===== src/kcrd_pkg.sv =====
package kcrd_pkg;

  localparam int unsigned HdrBytes  = 12;
  localparam int unsigned MinRecord = 16;
  localparam int unsigned CfgIdxW   = 3;
  localparam int unsigned CfgDataW  = 64;

  localparam logic [31:0] CrcPoly    = 32'hEDB88320;
  localparam logic [31:0] CrcInit    = 32'hFFFFFFFF;
  localparam logic [31:0] MagicReset = 32'h474C4753;
  localparam logic [32:0] PosMax     = {33{1'b1}};

  localparam logic [CfgIdxW-1:0] CFG_KEY_LOW  = 3'd0;
  localparam logic [CfgIdxW-1:0] CFG_KEY_HIGH = 3'd1;
  localparam logic [CfgIdxW-1:0] CFG_KEY_LEN  = 3'd2;
  localparam logic [CfgIdxW-1:0] CFG_MAGIC    = 3'd3;
  localparam logic [CfgIdxW-1:0] CFG_VERSION  = 3'd4;

  localparam logic KIND_PAYLOAD = 1'b0;
  localparam logic KIND_STATUS  = 1'b1;

  localparam logic [2:0] ST_OK           = 3'd0;
  localparam logic [2:0] ST_SHORT_HEADER = 3'd1;
  localparam logic [2:0] ST_BAD_MAGIC    = 3'd2;
  localparam logic [2:0] ST_BAD_VERSION  = 3'd3;
  localparam logic [2:0] ST_SHORT_DATA   = 3'd4;
  localparam logic [2:0] ST_CRC_MISMATCH = 3'd5;

  typedef struct packed {
    logic [7:0] data_byte;
    logic       final_byte;
  } in_item_t;

  typedef struct packed {
    logic        result_kind;
    logic [7:0]  payload_byte;
    logic [31:0] payload_offset;
    logic [2:0]  record_status;
    logic        end_of_run;
  } out_item_t;

  typedef struct packed {
    logic pay_valid;
    logic st_valid;
  } push_t;

  function automatic logic [31:0] crc32_byte(logic [31:0] crc, logic [7:0] data);
    logic [31:0] c;
    c = crc ^ {24'd0, data};
    for (int k = 0; k < 8; k++) begin
      c = (c >> 1) ^ (c[0] ? CrcPoly : 32'd0);
    end
    return c;
  endfunction

endpackage


===== src/kcrd_out_queue.sv =====
module kcrd_out_queue (
  input  logic                 clk_i,
  input  logic                 rst_ni,
  input  kcrd_pkg::push_t      push_i,
  input  kcrd_pkg::out_item_t  pay_i,
  input  kcrd_pkg::out_item_t  st_i,
  output logic                 space_o,
  output logic                 out_valid_o,
  input  logic                 out_ready_i,
  output kcrd_pkg::out_item_t  out_data_o
);

  kcrd_pkg::out_item_t slot_q [3];
  kcrd_pkg::out_item_t slot_d [3];
  logic [1:0] count_q, count_d;
  logic       pop;
  logic [1:0] base;
  logic [1:0] st_pos;

  assign out_valid_o = (count_q != 2'd0);
  assign out_data_o  = slot_q[0];
  assign space_o     = (count_q <= 2'd1);
  assign pop         = out_valid_o && out_ready_i;
  assign base        = count_q - {1'b0, pop};
  assign st_pos      = base + {1'b0, push_i.pay_valid};

  always_comb begin
    for (int i = 0; i < 3; i++) begin
      slot_d[i] = slot_q[i];
    end
    if (pop) begin
      slot_d[0] = slot_q[1];
      slot_d[1] = slot_q[2];
    end
    for (int i = 0; i < 3; i++) begin
      if (push_i.pay_valid && base == 2'(i)) begin
        slot_d[i] = pay_i;
      end
      if (push_i.st_valid && st_pos == 2'(i)) begin
        slot_d[i] = st_i;
      end
    end
    count_d = base + {1'b0, push_i.pay_valid} + {1'b0, push_i.st_valid};
  end

  always_ff @(posedge clk_i or negedge rst_ni) begin
    if (!rst_ni) begin
      count_q <= 2'd0;
    end else begin
      count_q <= count_d;
    end
  end

  always_ff @(posedge clk_i) begin
    for (int i = 0; i < 3; i++) begin
      slot_q[i] <= slot_d[i];
    end
  end

endmodule


===== src/keyed_crc_record_deframer_top.sv =====
// Channel   Direction  Payload                Handshake
// in        input      kcrd_pkg::in_item_t    in_valid_i / in_ready_o
// out       output     kcrd_pkg::out_item_t   out_valid_o / out_ready_i
// cfg       input      index, 64-bit data     cfg_we_i, no wait
//
// One byte per cycle enters while in_ready_o is high; its payload result is registered in the
// output queue. A final byte that also carries payload yields two results, drained one per
// cycle while out_ready_i is high from a three-entry output queue; input is held while it has
// fewer than two free entries. Reset clears record state and loads register defaults.
module keyed_crc_record_deframer_top #(
  parameter int unsigned MAX_KEY_BYTES = 16
) (
  input  logic                              clk_i,
  input  logic                              rst_ni,
  input  logic                              in_valid_i,
  output logic                              in_ready_o,
  input  kcrd_pkg::in_item_t                in_data_i,
  output logic                              out_valid_o,
  input  logic                              out_ready_i,
  output kcrd_pkg::out_item_t               out_data_o,
  input  logic                              cfg_we_i,
  input  logic [kcrd_pkg::CfgIdxW-1:0]      cfg_idx_i,
  input  logic [kcrd_pkg::CfgDataW-1:0]     cfg_wdata_i
);

  localparam int unsigned KIW = (MAX_KEY_BYTES > 1) ? $clog2(MAX_KEY_BYTES) : 1;
  localparam logic [4:0] MaxLen = 5'(MAX_KEY_BYTES);

  logic [MAX_KEY_BYTES-1:0][7:0] key_q;
  logic [4:0]  key_len_q;
  logic [31:0] magic_q;
  logic [31:0] version_q;

  logic [32:0]    pos_q, pos_d;
  logic [31:0]    hdr_q, hdr_d;
  logic           magic_ok_q, magic_ok_d;
  logic           version_ok_q, version_ok_d;
  logic [31:0]    size_q, size_d;
  logic [KIW-1:0] kidx_q, kidx_d;
  logic [31:0]    crc_q, crc_d;
  logic [31:0]    chk_q, chk_d;

  logic           in_xfer;
  logic           fin;
  logic [7:0]     raw;
  logic           is_hdr;
  logic [32:0]    off;
  logic [7:0]     dec;
  logic [4:0]     len_eff;
  logic [4:0]     kidx_inc;
  logic [KIW-1:0] kidx_nxt;
  logic           in_pay;
  logic           in_chk;
  logic [32:0]    count;
  logic [2:0]     status;
  logic           space;

  kcrd_pkg::push_t     push;
  kcrd_pkg::out_item_t pay_item;
  kcrd_pkg::out_item_t st_item;

  assign in_ready_o = space;
  assign in_xfer    = in_valid_i && in_ready_o;
  assign raw        = in_data_i.data_byte;
  assign fin        = in_data_i.final_byte;

  assign is_hdr   = (pos_q < 33'(kcrd_pkg::HdrBytes));
  assign off      = pos_q - 33'(kcrd_pkg::HdrBytes);
  assign dec      = raw ^ key_q[kidx_q];
  assign len_eff  = (key_len_q == 5'd0) ? 5'd1 : ((key_len_q > MaxLen) ? MaxLen : key_len_q);
  assign kidx_inc = {{(5-KIW){1'b0}}, kidx_q} + 5'd1;
  assign kidx_nxt = (kidx_inc >= len_eff) ? '0 : kidx_inc[KIW-1:0];
  assign in_pay   = !is_hdr && (off < {1'b0, size_q});
  assign in_chk   = !is_hdr && !in_pay && ({1'b0, off} < ({2'b00, size_q} + 34'd4));
  assign count    = (pos_q != kcrd_pkg::PosMax) ? pos_q + 33'd1 : pos_q;

  always_comb begin
    hdr_d        = hdr_q;
    magic_ok_d   = magic_ok_q;
    version_ok_d = version_ok_q;
    size_d       = size_q;
    kidx_d       = kidx_q;
    crc_d        = crc_q;
    chk_d        = chk_q;
    if (is_hdr) begin
      hdr_d = {raw, hdr_q[31:8]};
      if (pos_q == 33'd3) begin
        magic_ok_d = (hdr_d == magic_q);
      end else if (pos_q == 33'd7) begin
        version_ok_d = (hdr_d == version_q);
      end else if (pos_q == 33'd11) begin
        size_d = hdr_d;
      end
    end else begin
      kidx_d = kidx_nxt;
      if (in_pay) begin
        crc_d = kcrd_pkg::crc32_byte(crc_q, dec);
      end else if (in_chk) begin
        chk_d = {dec, chk_q[31:8]};
      end
    end
  end

  always_comb begin
    if (count < 33'(kcrd_pkg::MinRecord)) begin
      status = kcrd_pkg::ST_SHORT_HEADER;
    end else if (!magic_ok_d) begin
      status = kcrd_pkg::ST_BAD_MAGIC;
    end else if (!version_ok_d) begin
      status = kcrd_pkg::ST_BAD_VERSION;
    end else if ({1'b0, count} < (34'(kcrd_pkg::HdrBytes) + {2'b00, size_d} + 34'd4)) begin
      status = kcrd_pkg::ST_SHORT_DATA;
    end else if (~crc_d != chk_d) begin
      status = kcrd_pkg::ST_CRC_MISMATCH;
    end else begin
      status = kcrd_pkg::ST_OK;
    end
  end

  assign pos_d = count;

  assign push.pay_valid = in_xfer && in_pay;
  assign push.st_valid  = in_xfer && fin;

  assign pay_item.result_kind    = kcrd_pkg::KIND_PAYLOAD;
  assign pay_item.payload_byte   = dec;
  assign pay_item.payload_offset = off[31:0];
  assign pay_item.record_status  = kcrd_pkg::ST_OK;
  assign pay_item.end_of_run     = !fin;

  assign st_item.result_kind    = kcrd_pkg::KIND_STATUS;
  assign st_item.payload_byte   = 8'd0;
  assign st_item.payload_offset = 32'd0;
  assign st_item.record_status  = status;
  assign st_item.end_of_run     = 1'b1;

  always_ff @(posedge clk_i or negedge rst_ni) begin
    if (!rst_ni) begin
      pos_q        <= '0;
      hdr_q        <= '0;
      magic_ok_q   <= 1'b0;
      version_ok_q <= 1'b0;
      size_q       <= '0;
      kidx_q       <= '0;
      crc_q        <= kcrd_pkg::CrcInit;
      chk_q        <= '0;
    end else if (in_xfer) begin
      if (fin) begin
        pos_q        <= '0;
        hdr_q        <= '0;
        magic_ok_q   <= 1'b0;
        version_ok_q <= 1'b0;
        size_q       <= '0;
        kidx_q       <= '0;
        crc_q        <= kcrd_pkg::CrcInit;
        chk_q        <= '0;
      end else begin
        pos_q        <= pos_d;
        hdr_q        <= hdr_d;
        magic_ok_q   <= magic_ok_d;
        version_ok_q <= version_ok_d;
        size_q       <= size_d;
        kidx_q       <= kidx_d;
        crc_q        <= crc_d;
        chk_q        <= chk_d;
      end
    end
  end

  always_ff @(posedge clk_i or negedge rst_ni) begin
    if (!rst_ni) begin
      key_q     <= '0;
      key_len_q <= 5'd1;
      magic_q   <= kcrd_pkg::MagicReset;
      version_q <= 32'd1;
    end else if (cfg_we_i) begin
      for (int i = 0; i < MAX_KEY_BYTES; i++) begin
        if (i < 8 && cfg_idx_i == kcrd_pkg::CFG_KEY_LOW) begin
          key_q[i] <= cfg_wdata_i[(i % 8) * 8 +: 8];
        end
        if (i >= 8 && cfg_idx_i == kcrd_pkg::CFG_KEY_HIGH) begin
          key_q[i] <= cfg_wdata_i[(i % 8) * 8 +: 8];
        end
      end
      case (cfg_idx_i)
        kcrd_pkg::CFG_KEY_LEN: key_len_q <= cfg_wdata_i[4:0];
        kcrd_pkg::CFG_MAGIC:   magic_q   <= cfg_wdata_i[31:0];
        kcrd_pkg::CFG_VERSION: version_q <= cfg_wdata_i[31:0];
        default: ;
      endcase
    end
  end

  kcrd_out_queue u_queue (
    .clk_i       (clk_i),
    .rst_ni      (rst_ni),
    .push_i      (push),
    .pay_i       (pay_item),
    .st_i        (st_item),
    .space_o     (space),
    .out_valid_o (out_valid_o),
    .out_ready_i (out_ready_i),
    .out_data_o  (out_data_o)
  );

endmodule


===== config.mk =====
export PLATFORM = sky130hd
export DESIGN_NAME = keyed_crc_record_deframer_top
export DESIGN_NICKNAME = d
export VERILOG_FILES = /design/src/kcrd_pkg.sv /design/src/kcrd_out_queue.sv /design/src/keyed_crc_record_deframer_top.sv
export SDC_FILE = /design/constraint.sdc
export NUM_CORES = 1
export LEC_CHECK = 0
export BUFFER_PORTS_ARGS = -buffer_cell sky130_fd_sc_hd__clkbuf_2
export CELL_PAD_IN_SITES_DETAIL_PLACEMENT = 0
export CELL_PAD_IN_SITES_GLOBAL_PLACEMENT = 2
export CORE_ASPECT_RATIO = 0.5
export CORE_MARGIN = 2
export CORE_UTILIZATION = 43
export CTS_CLUSTER_DIAMETER = 120
export DETAILED_ROUTE_END_ITERATION = 10
export PLACE_DENSITY = 0.87
export SYNTH_ARGS = -nofsm -noshare
export SYNTH_HDL_FRONTEND = slang
export SYNTH_SLANG_ARGS = --single-unit
export TNS_END_PERCENT = 50

===== constraint.sdc =====
create_clock -name clk_i -period 20 [get_ports clk_i]
set_clock_uncertainty 0.2 [all_clocks]
set_input_delay 0 -clock clk_i [delete_from_list [all_inputs] [get_ports clk_i]]
set_output_delay 0 -clock clk_i [all_outputs]
set_load 0.01 [all_outputs]

==> results of run 1 <==
## registers in the layout, summed over array words and instances, names as in the netlist
signal and count:
key_len_q 5, pos_q 33, magic_q 32, u_queue.slot_q 135, size_q 32, crc_q 32
hdr_q 24, u_queue.count_q 2, version_ok_q 1, key_q 128, version_q 32, kidx_q 4
chk_q 32, magic_ok_q 1
## cell usage in the layout (no fill, tap or decap), types with 123 or more instances in the layout
cell        n
nand2_1   184
dfrtp_1   308
nor2_1    266
o21ai_0   123
mux2_2    213
mux2i_1   150
xor2_1    134
xnor2_1   146
dfxtp_1   126
clkbuf_2  126
## layout make-up
| class | count | area, um^2 |
|---|---|---|
| Clock buffer | 74 | 1460 |
| Tap cell | 910 | 1140 |
| Multi-Input combinational cell | 2164 | 16600 |
| Inverter | 71 | 267 |
| Antenna cell | 1 | 2.50 |
| Sequential cell | 493 | 11800 |
| Clock inverter | 14 | 154 |
| Fill cell | 6294 | 35300 |
| Timing Repair Buffer | 285 | 2140 |
## layer usage
layer  up-vias  GRT usage (%)
met5         -              0
met4         0           6.45
met3       125           5.68
met2       729           37.3
met1     11600           39.4
li1      10900              -
## where the power goes
group	switching, mW	total, mW	internal [mW]	leakage (nW)
clock network	0.416	0.949	0.533	0.785
logic	1.81	3.10	1.29	7.70
registers	0.307	1.62	1.32	5.49
total	2.54	5.67	3.14	14.0
## path summary, 6_finish.rpt
check                                                       to  cells after the start                                 from  slack (ns)
max                             u_queue.slot_q[0][3]$_DFFE_PP_                     22                pos_q[13]$_DFFE_PN0P_       11.37
min                                  version_q[30]$_DFFE_PN0P_                      3                      cfg_wdata_i[30]        0.05
max reg2reg                     u_queue.slot_q[0][3]$_DFFE_PP_                     22                pos_q[13]$_DFFE_PN0P_       11.37
min reg2reg                u_queue.slot_q[0][134]$_SDFFE_PP1P_                      2  u_queue.slot_q[0][134]$_SDFFE_PP1P_        0.25
max in group asynchronous         u_queue.count_q[0]$_DFF_PN0_                      5                               rst_ni       17.40
min in group asynchronous              magic_q[30]$_DFFE_PN1P_                      3                               rst_ni        0.32
## timing repair
item                      CTS  global route
resized for setup           0             0
hold endpoints to repair  348             0
hold buffers              116             0
## per-stage QoR
stage / cell area [um^2] / std cells / hold WS [ns] / setup slack, ns
floorplan: 29900 / 2984 / -0.496 / 13.11
CTS: 33600 / 4011 / 0.0267 / 11.71
global placement: 30800 / 3807 / -0.121 / 11.76
detailed placement: 30800 / 3807 / -0.112 / 11.76
finish: 33600 / 4012 / 0.0517 / 11.37
global route: 33600 / 4012 / 0.0565 / 10.96
## cell families (layout without fill, tap and decap cells)
family | after synthesis | in the layout
AOI/OAI and AO/OA | 541 | 541
xor gates and xnor gates | 302 | 302
adders and majority gates | 110 | 110
buffers and inverters | 327 | 444
DFF | 493 | 493
muxes | 397 | 397
other | 0 | 1
and+or+nand+nor | 814 | 814
## worst reg2reg max path, cell delays in order (launching register included)
cell and delay, ns:
dfrtp_1 0.48, nor4_1 0.80, nand4_1 0.52, o41ai_1 0.50, o21ai_0 0.40, ha_1 0.45
nand2_1 0.07, o21ai_0 0.62, a211oi_1 0.17, o31ai_1 0.55, o41ai_1 0.18, buf_4 0.19
and2_2 0.16, buf_4 0.36, nand2_1 0.20, buf_4 0.34, clkinv_1 0.41, ha_1 0.34
xnor2_1 0.48, and2_1 0.21, buf_4 0.47, nand2_1 0.11, o31ai_1 0.25
==> metrics, run 1 <==
Die Ht 190 um; P per Cell Area 169 nW/um^2; FP Rows 68; aggregate global routing overflow 0; Post-Synth Adder-Cell Area 4.61%; Max-cap violations 0; Compound-Gate Fraction of Synth Area 12.3%; Yosys reg bits 493; H-tree levels 2; Lkg Pwr 14.0 nW; final hold violation count 0; synth top area cells dfrtp_1 26%, dfxtp_1 8.4%, mux2_2 8.0%; met2 WL post-DR 38.6 mm; top-count cell post-synth dfrtp_1; Mapped Cells 2984; combinational family with the most area after synthesis multiplexers; dpl hpwl 67.3 mm; WP data arrival 8.84 ns; Max VDD drop 0.000160 V; CTS buffer count 47; top cell family by delay on the critical path compound AO/OA/AOI/OAI gates; initial core utilization 43.4%; total track usage 26.0%; Max Freq 116 MHz; fraction of layout cells with a size suffix above 1 18.7%; vias in the first global route 22400; Clock Path Buffers 3; CTS tree done; ys async rst share 72.6%; DRT antenna net count 0; wire length on met3 6.82 mm; Worst EP required 20.21 ns; die area 71700 um^2; Sink Count 493; Initial DRC Count 2035; first drt pass iteration count 7; status finished clean; cell taking the most area after synthesis dfrtp_1; slowest cell delay on critical path 0.80 ns; port bufs 127; setup bufs post-CTS 0; critical path's slowest cell nor4_1; Tot Pwr 5.67 mW; CP most frequent cell buf_4; Slew HR 15.1%; via density per instance 5.82; utilization after layout 48.8%; Worst Setup End Kind flip-flop; Die W 377 um; Slew @ Worst Pin 1.26 ns; clock latency at the later pin of the worst-skew pair 0.61 ns; Routability Congestion 0.987; routed length per instance 23.2 um; Final setup viols 0; register area share after synthesis 39.6%; first-pass GRT wire length 143 mm; unique cell type count in the Yosys netlist 87; post-synthesis xor/xnor area fraction 9.81%; Period minus WS final 8.63 ns; crit start category flip-flop; Worst Path Max Fanout 71; Reg clk slew, reported paths 0.07 ns; Crit Path Category reg2reg; nets 3253; core area 68800 um^2; IO Count 128; post-synth design cell area 29900 um^2; DR DRC count 0; pin count of the biggest net entering global routing 91; fin. max-slew vios 0; met1 WL 45.6 mm; Sum Neg Setup Slack 0 ns; synthesized area per cell 10.0 um^2; Buf+Inv Stages, Crit Path 5; crit-path cells nor4_1 > nand4_1 > o41ai_1 > o21ai_0 > ha_1 > nand2_1 > o21ai_0 > a211oi_1 > o31ai_1 > o41ai_1 > buf_4 > and2_2 > buf_4 > nand2_1 > buf_4 > clkinv_1 > ha_1 > xnor2_1 > and2_1 > buf_4 > nand2_1 > o31ai_1; DR vias 23400; Highest Signal Layer met4; initial antenna violation count 2; HP Class in2reg; RSZ-0062 raised after global routing no; Commonest cells post-synth 309 x dfrtp_1, 269 x nor2_1, 213 x mux2_2, 186 x nand2_1, 163 x clkbuf_1; clk root buf clkbuf_16; Simple-Gate Fraction of Synth Area 13.0%; ratio of final minimum period to clock period 43.2%; Post-synth EDFFs 9; mux share of post-synthesis cell area 15.7%; top cell type's share of synthesized area 25.9%; Layout area overhead 12.4%; Routed WL 93.2 mm; Top FF cell, synth dfrtp_1; number of warning messages in the yosys log 0; Post-Syn Nets 3175
No activity file was read; power rests on OpenSTA's default activity.
==> run 2, diff against run 1 <==
CORE_UTILIZATION = 37   (was 43)
PLACE_DENSITY = 0.8   (was 0.87)
clock period = 7.9 ns   (was 20 ns; I/O delays follow)
==> run 2 against run 1 <==
Sequential share of layout area down 0.54 points; setup slack worse by 11 ns; combinational power rose to 2.6 times the previous value; global-route usage down 2.3 points; critical path depth down 3; worst hold slack worse by 0.040 ns; fmax up 18%; final cell count up 5.2%; sequential cell count unchanged; clock power rose to 2.6 times the previous value.
==> metrics, run 2 (synthesized netlist as in run 1, its figures left out) <==
status finished clean; Slew HR 9.63%; clk root buf clkbuf_16; ratio of final minimum period to clock period 92.4%; final hold violation count 0; Lkg Pwr 14.2 nW; Worst R2R Path Depth 19; WHS 0.0112 ns; dpl hpwl 71.7 mm; initial core utilization 37.5%; commonest non-fill, non-tap cell in the layout dfrtp_1; Buf+Inv Stages, Crit Path 1; Routed WL 98.6 mm; Max Freq 137 MHz; via density per instance 5.59; most frequent cells in the layout 308 x dfrtp_1, 266 x nor2_1, 213 x mux2_2, 184 x nand2_1, 150 x mux2i_1; Die Ht 205 um; first drt pass iteration count 6; port bufs 127; vias in the first global route 23100; Sink Count 493; first-pass GRT wire length 150 mm; routed length per instance 23.4 um; slowest cell delay on critical path 0.65 ns; total track usage 23.7%; Post-Layout Inst Area 34100 um^2; HP Start cfg_wdata_i[36]; Final setup viols 0; Max VDD drop 0.000350 V; RSZ-0062 raised after global routing no; Routability Congestion 0.980; top cell family by delay on the critical path simple AND/OR/NAND/NOR gates; Period minus WS final 7.30 ns; hold-critical path depth 3; CP most frequent cell o31ai_1; aggregate global routing overflow 0; Clock Path Buffers 3; HP Class in2reg; Initial DRC Count 2032; die area 83100 um^2; fin. max-slew vios 0; critical path's slowest cell nor4_2; crit-path cells nor4_2 > nand4_1 > nor3_1 > xor2_1 > ha_1 > a21oi_1 > o21ai_0 > a41oi_1 > o31ai_1 > o41a_1 > o211a_1 > buf_4 > mux2i_1 > xnor2_1 > o211ai_1 > nor4b_1 > nand4_2 > nor3_2 > o31ai_1; flop2flop setup slack 0.60 ns; Worst Path Max Fanout 13; Top Registers u_queue.slot_q: 135 flops, key_q: 128 flops, pos_q: 33 flops; CTS buffer count 50; IO Count 128; Biggest register u_queue.slot_q; Worst EP required 8.02 ns; P per Cell Area 430 nW/um^2; DR DRC count 0; fraction of layout cells with a size suffix above 1 19.6%; Max-cap violations 0; area of placed instances 31300 um^2; DR vias 23600; Crit Path Category reg2reg; Crit Reg-Reg Startpoint pos_q[4]$_DFFE_PN0P_; crit start category flip-flop; core area 79600 um^2; H-tree levels 2; nets 3284; Die W 406 um; Sum Neg Setup Slack 0 ns; Slew @ Worst Pin 1.35 ns; CTS tree done; PostCTS Resize Cnt 0; Post-CTS Hold Fix Bufs 115; setup bufs post-CTS 0; Layout area overhead 14.2%; Reg clk slew, reported paths 0.07 ns; clock latency at the later pin of the worst-skew pair 0.64 ns; initial antenna violation count 4; WP data arrival 7.42 ns; DRT antenna net count 0; Hold Path End key_q[100]$_DFFE_PN0P_; pin count of the biggest net entering global routing 83; FP Rows 73; Worst Setup End Kind flip-flop; max reg flops 135; Worst R2R End u_queue.slot_q[0][48]$_DFFE_PP_
==> run 2: changes by cell type in the layout (fill, tap and decap cells not counted), sizes merged <==
cell / change
buf: +29
clkbuf: -10
clkinv: +8
bufinv: +2
inv: +2
dlygate4sd3: -1
==> run 2: tightest hold or removal path: stages <==
cell	delay, ns
dlygate4sd3_1	0.55
clkbuf_2	0.12
mux2_2	0.13
==> run 2: final cells by class <==
type	instances	area (um^2)
multi-input cells	2164	16600
well taps	1087	1360
fillers	7680	45500
clock buffers	64	1390
diodes	1	2.50
flip-flops and latches	493	11800
repair buffers	313	2380
clock inverters	26	282
inverters	71	267
==> run 2: worst max-delay path by stage <==
stage	startpoint	cells past startpoint	slack (ns)	to
floorplan	pos_q[19]$_DFFE_PN0P_	27	1.01	u_queue.slot_q[0][3]$_DFFE_PP_
global placement	pos_q[14]$_DFFE_PN0P_	19	0.91	u_queue.slot_q[0][3]$_DFFE_PP_
detailed placement	pos_q[4]$_DFFE_PN0P_	20	0.74	u_queue.slot_q[0][48]$_DFFE_PP_
CTS	pos_q[4]$_DFFE_PN0P_	19	0.70	u_queue.slot_q[0][48]$_DFFE_PP_
global route	pos_q[4]$_DFFE_PN0P_	19	0.04	u_queue.slot_q[0][3]$_DFFE_PP_
finish	pos_q[4]$_DFFE_PN0P_	19	0.60	u_queue.slot_q[0][48]$_DFFE_PP_
==> run 2: stage by stage <==
step	utilization (%)	power (mW)	worst slack, ns	cells
finish	42.8	14.6	0.604	4219
global route	42.8	15.5	0.0435	4218
CTS	42.8	14.6	0.695	4218
detailed placement	39.2	12.0	0.737	4013
global placement	39.2	12.0	0.913	4013
floorplan	-	9.61	1.01	2984
==> run 2: routing by layer <==
layer	GRT usage (%)	up-vias	share of wire [%]
met1	35.9	11800	50
met3	3.24	124	5.6
met5	0	-	0
met4	5.84	0	2.4
li1	-	10900	-
met2	35.3	690	42
==> run 2: power by group <==
part,internal [mW],leakage (nW),switching (mW),total [mW]
Clock,1.38,0.818,1.10,2.48
Combinational,3.34,7.85,4.68,8.02
Sequential,3.34,5.49,0.805,4.14
==> run 3, diff against run 2 <==
--- a/config.mk
+++ b/config.mk
@@ -15,3 +15,4 @@
 export DETAILED_ROUTE_END_ITERATION = 10
-export PLACE_DENSITY = 0.8
+export PLACE_DENSITY = 0.78
+export RECOVER_POWER = 100
 export SYNTH_ARGS = -nofsm -noshare
--- a/constraint.sdc
+++ b/constraint.sdc
@@ -4,2 +4,2 @@
 set_output_delay 0 -clock clk_i [all_outputs]
-set_load 0.01 [all_outputs]
+set_load 0.005 [all_outputs]
==> run 3 against run 2 <==
The run now ends with max-capacitance violations, max-slew violations left; wire length rose by 0.25%; sequential share of layout area increased by 0.13 points; fmax shrank 1.4%; utilization is 0.16 points lower; die area stayed put; worst hold slack worse by 0.0042 ns; via count down 0.61%; clock power grew 3%; global-route usage increased by 0.12 points; largest power group unchanged; highest routed layer unchanged.
==> metrics, run 3 (synthesized netlist as in run 1, its figures left out) <==
Crit Reg-Reg Startpoint size_q[4]$_DFFE_PN0P_; vias in the first global route 22900; RSZ-0062 raised after global routing no; Sum Neg Setup Slack 0 ns; nets 3285; Slew HR -194%; Worst Path Max Fanout 11; Max Freq 135 MHz; total track usage 23.8%; Sink Count 493; die area 83100 um^2; Sequential Power Share 28.4%; max reg flops 135; initial core utilization 37.5%; combinational power share 54.0%; area of placed instances 31300 um^2; Die Ht 205 um; Post-Layout Inst Area 34000 um^2; final hold violation count 0; DR DRC count 0; routed length per instance 23.4 um; HP Class in2reg; Worst EP required 8.03 ns; core area 79600 um^2; clock latency at the later pin of the worst-skew pair 0.63 ns; CTS buffer count 49; Lkg Pwr 14.0 nW; aggregate global routing overflow 0; Die W 406 um; first-pass GRT wire length 150 mm; Crit Path Category reg2reg; pin count of the biggest net entering global routing 81; Tot Pwr 14.6 mW; dpl hpwl 72.1 mm; port bufs 127; WP data arrival 7.53 ns; crit start category flip-flop; P per Cell Area 429 nW/um^2; Switching Share 44.3%; ratio of final minimum period to clock period 93.6%; CTS tree done; Period minus WS final 7.40 ns; Clock Path Buffers 3; FP Rows 73; most frequent cells in the layout 308 x dfrtp_1, 266 x nor2_1, 212 x mux2_2, 184 x nand2_1, 150 x mux2i_1; DRT antenna net count 0; Top Registers u_queue.slot_q: 135 flops, key_q: 128 flops, pos_q: 33 flops; IO Count 128; Critical Path Source size_q[4]$_DFFE_PN0P_; failing checks max-capacitance violations, max-slew violations; Max-cap violations 10; Routability Congestion 0.960; Reg clk slew, reported paths 0.06 ns; Layout area overhead 13.8%; P_sw 6.46 mW; Biggest register u_queue.slot_q; H-tree levels 2; clk root buf clkbuf_16; via density per instance 5.55; Worst Setup End Kind flip-flop; Pint 8.11 mW; Max VDD drop 0.000305 V; initial antenna violation count 3; clock share of power 17.5%; HP Start cfg_wdata_i[34]; fin. max-slew vios 551; fraction of layout cells with a size suffix above 1 17.7%; commonest non-fill, non-tap cell in the layout dfrtp_1; DR vias 23400; Final setup viols 0; status complete, but fails checks; first drt pass iteration count 6; Initial DRC Count 1919; Slew @ Worst Pin 4.40 ns; Routed WL 98.8 mm
run 3: area by class of cell:
cell class	count	area, um^2
fillers	7763	45700
multi-input cells	2164	16600
flip-flops and latches	493	11800
repair buffers	315	2240
clock buffers	71	1430
well taps	1087	1360
clock inverters	21	279
inverters	71	267
diodes	2	5.00
run 3: worst paths after layout:
check,end,slack [ns],depth (start not counted)
worst max-delay path,u_queue.slot_q[0][3]$_DFFE_PP_,0.50,25
max in group asynchronous,pos_q[3]$_DFFE_PN0P_,1.85,5
worst max register to register,u_queue.slot_q[0][3]$_DFFE_PP_,0.50,25
worst min-delay path,key_q[34]$_DFFE_PN0P_,0.007,3
min in group asynchronous,magic_q[26]$_DFFE_PN1P_,0.95,3
worst min register to register,u_queue.slot_q[0][134]$_SDFFE_PP1P_,0.25,2
run 3: power groups by stage:
stage | combinational, mW | sequential (mW) | clock (mW)
final | 7.87 | 4.14 | 2.55
after global routing | 8.49 | 4.25 | 2.71
after CTS | 7.83 | 4.14 | 2.61
after detailed placement | 7.74 | 4.18 | 0
after global placement | 7.72 | 4.16 | 0
after floorplan | 5.86 | 3.73 | 0
run 3: per-stage QoR:
step	utilization, %	instances	worst slack (ns)	hold slack [ns]
3_3_place_gp	39.2	4015	0.805	-0.126
6_report	42.6	4224	0.504	0.00706
4_1_cts	42.9	4222	0.639	0.000518
2_1_floorplan	-	2984	1.01	-0.496
5_1_grt	42.6	4223	0.0737	0.0277
3_5_place_dp	39.2	4015	0.662	-0.121
run 3: critical path, cell delays in order, from the launching register on:
cell and delay (ns):
dfrtp_1 0.45, inv_1 0.14, nor4_1 0.52, nand2_1 0.18, nor2_1 0.23, nand4_1 0.29
or2_2 0.40, nor3_1 0.31, and3_1 0.25, xnor2_1 0.13, ha_1 0.26, nand3_1 0.10
a21oi_1 0.05, o31a_1 0.26, o21ai_0 0.18, and4_1 0.31, o211a_2 0.43, buf_4 0.27
buf_4 0.25, mux2i_1 0.25, xor2_1 0.34, nand4b_1 0.15, nor3_1 0.37, nand4_1 0.30
nor3_2 0.34, o31ai_1 0.11
run 3: per-layer routing:
layer	part of all wire [%]	global-route usage [%]
met1	50	36.4
met3	5.4	3.36
met4	1.5	4.17
met2	43	35.9
met5	0	0
run 3: timing repair:
action,in CTS,in global routing
resized for setup,0,2
hold endpoints to repair,453,0
buffers inserted,0,0
endpoints found under the setup margin,0,4
hold buffers,115,0
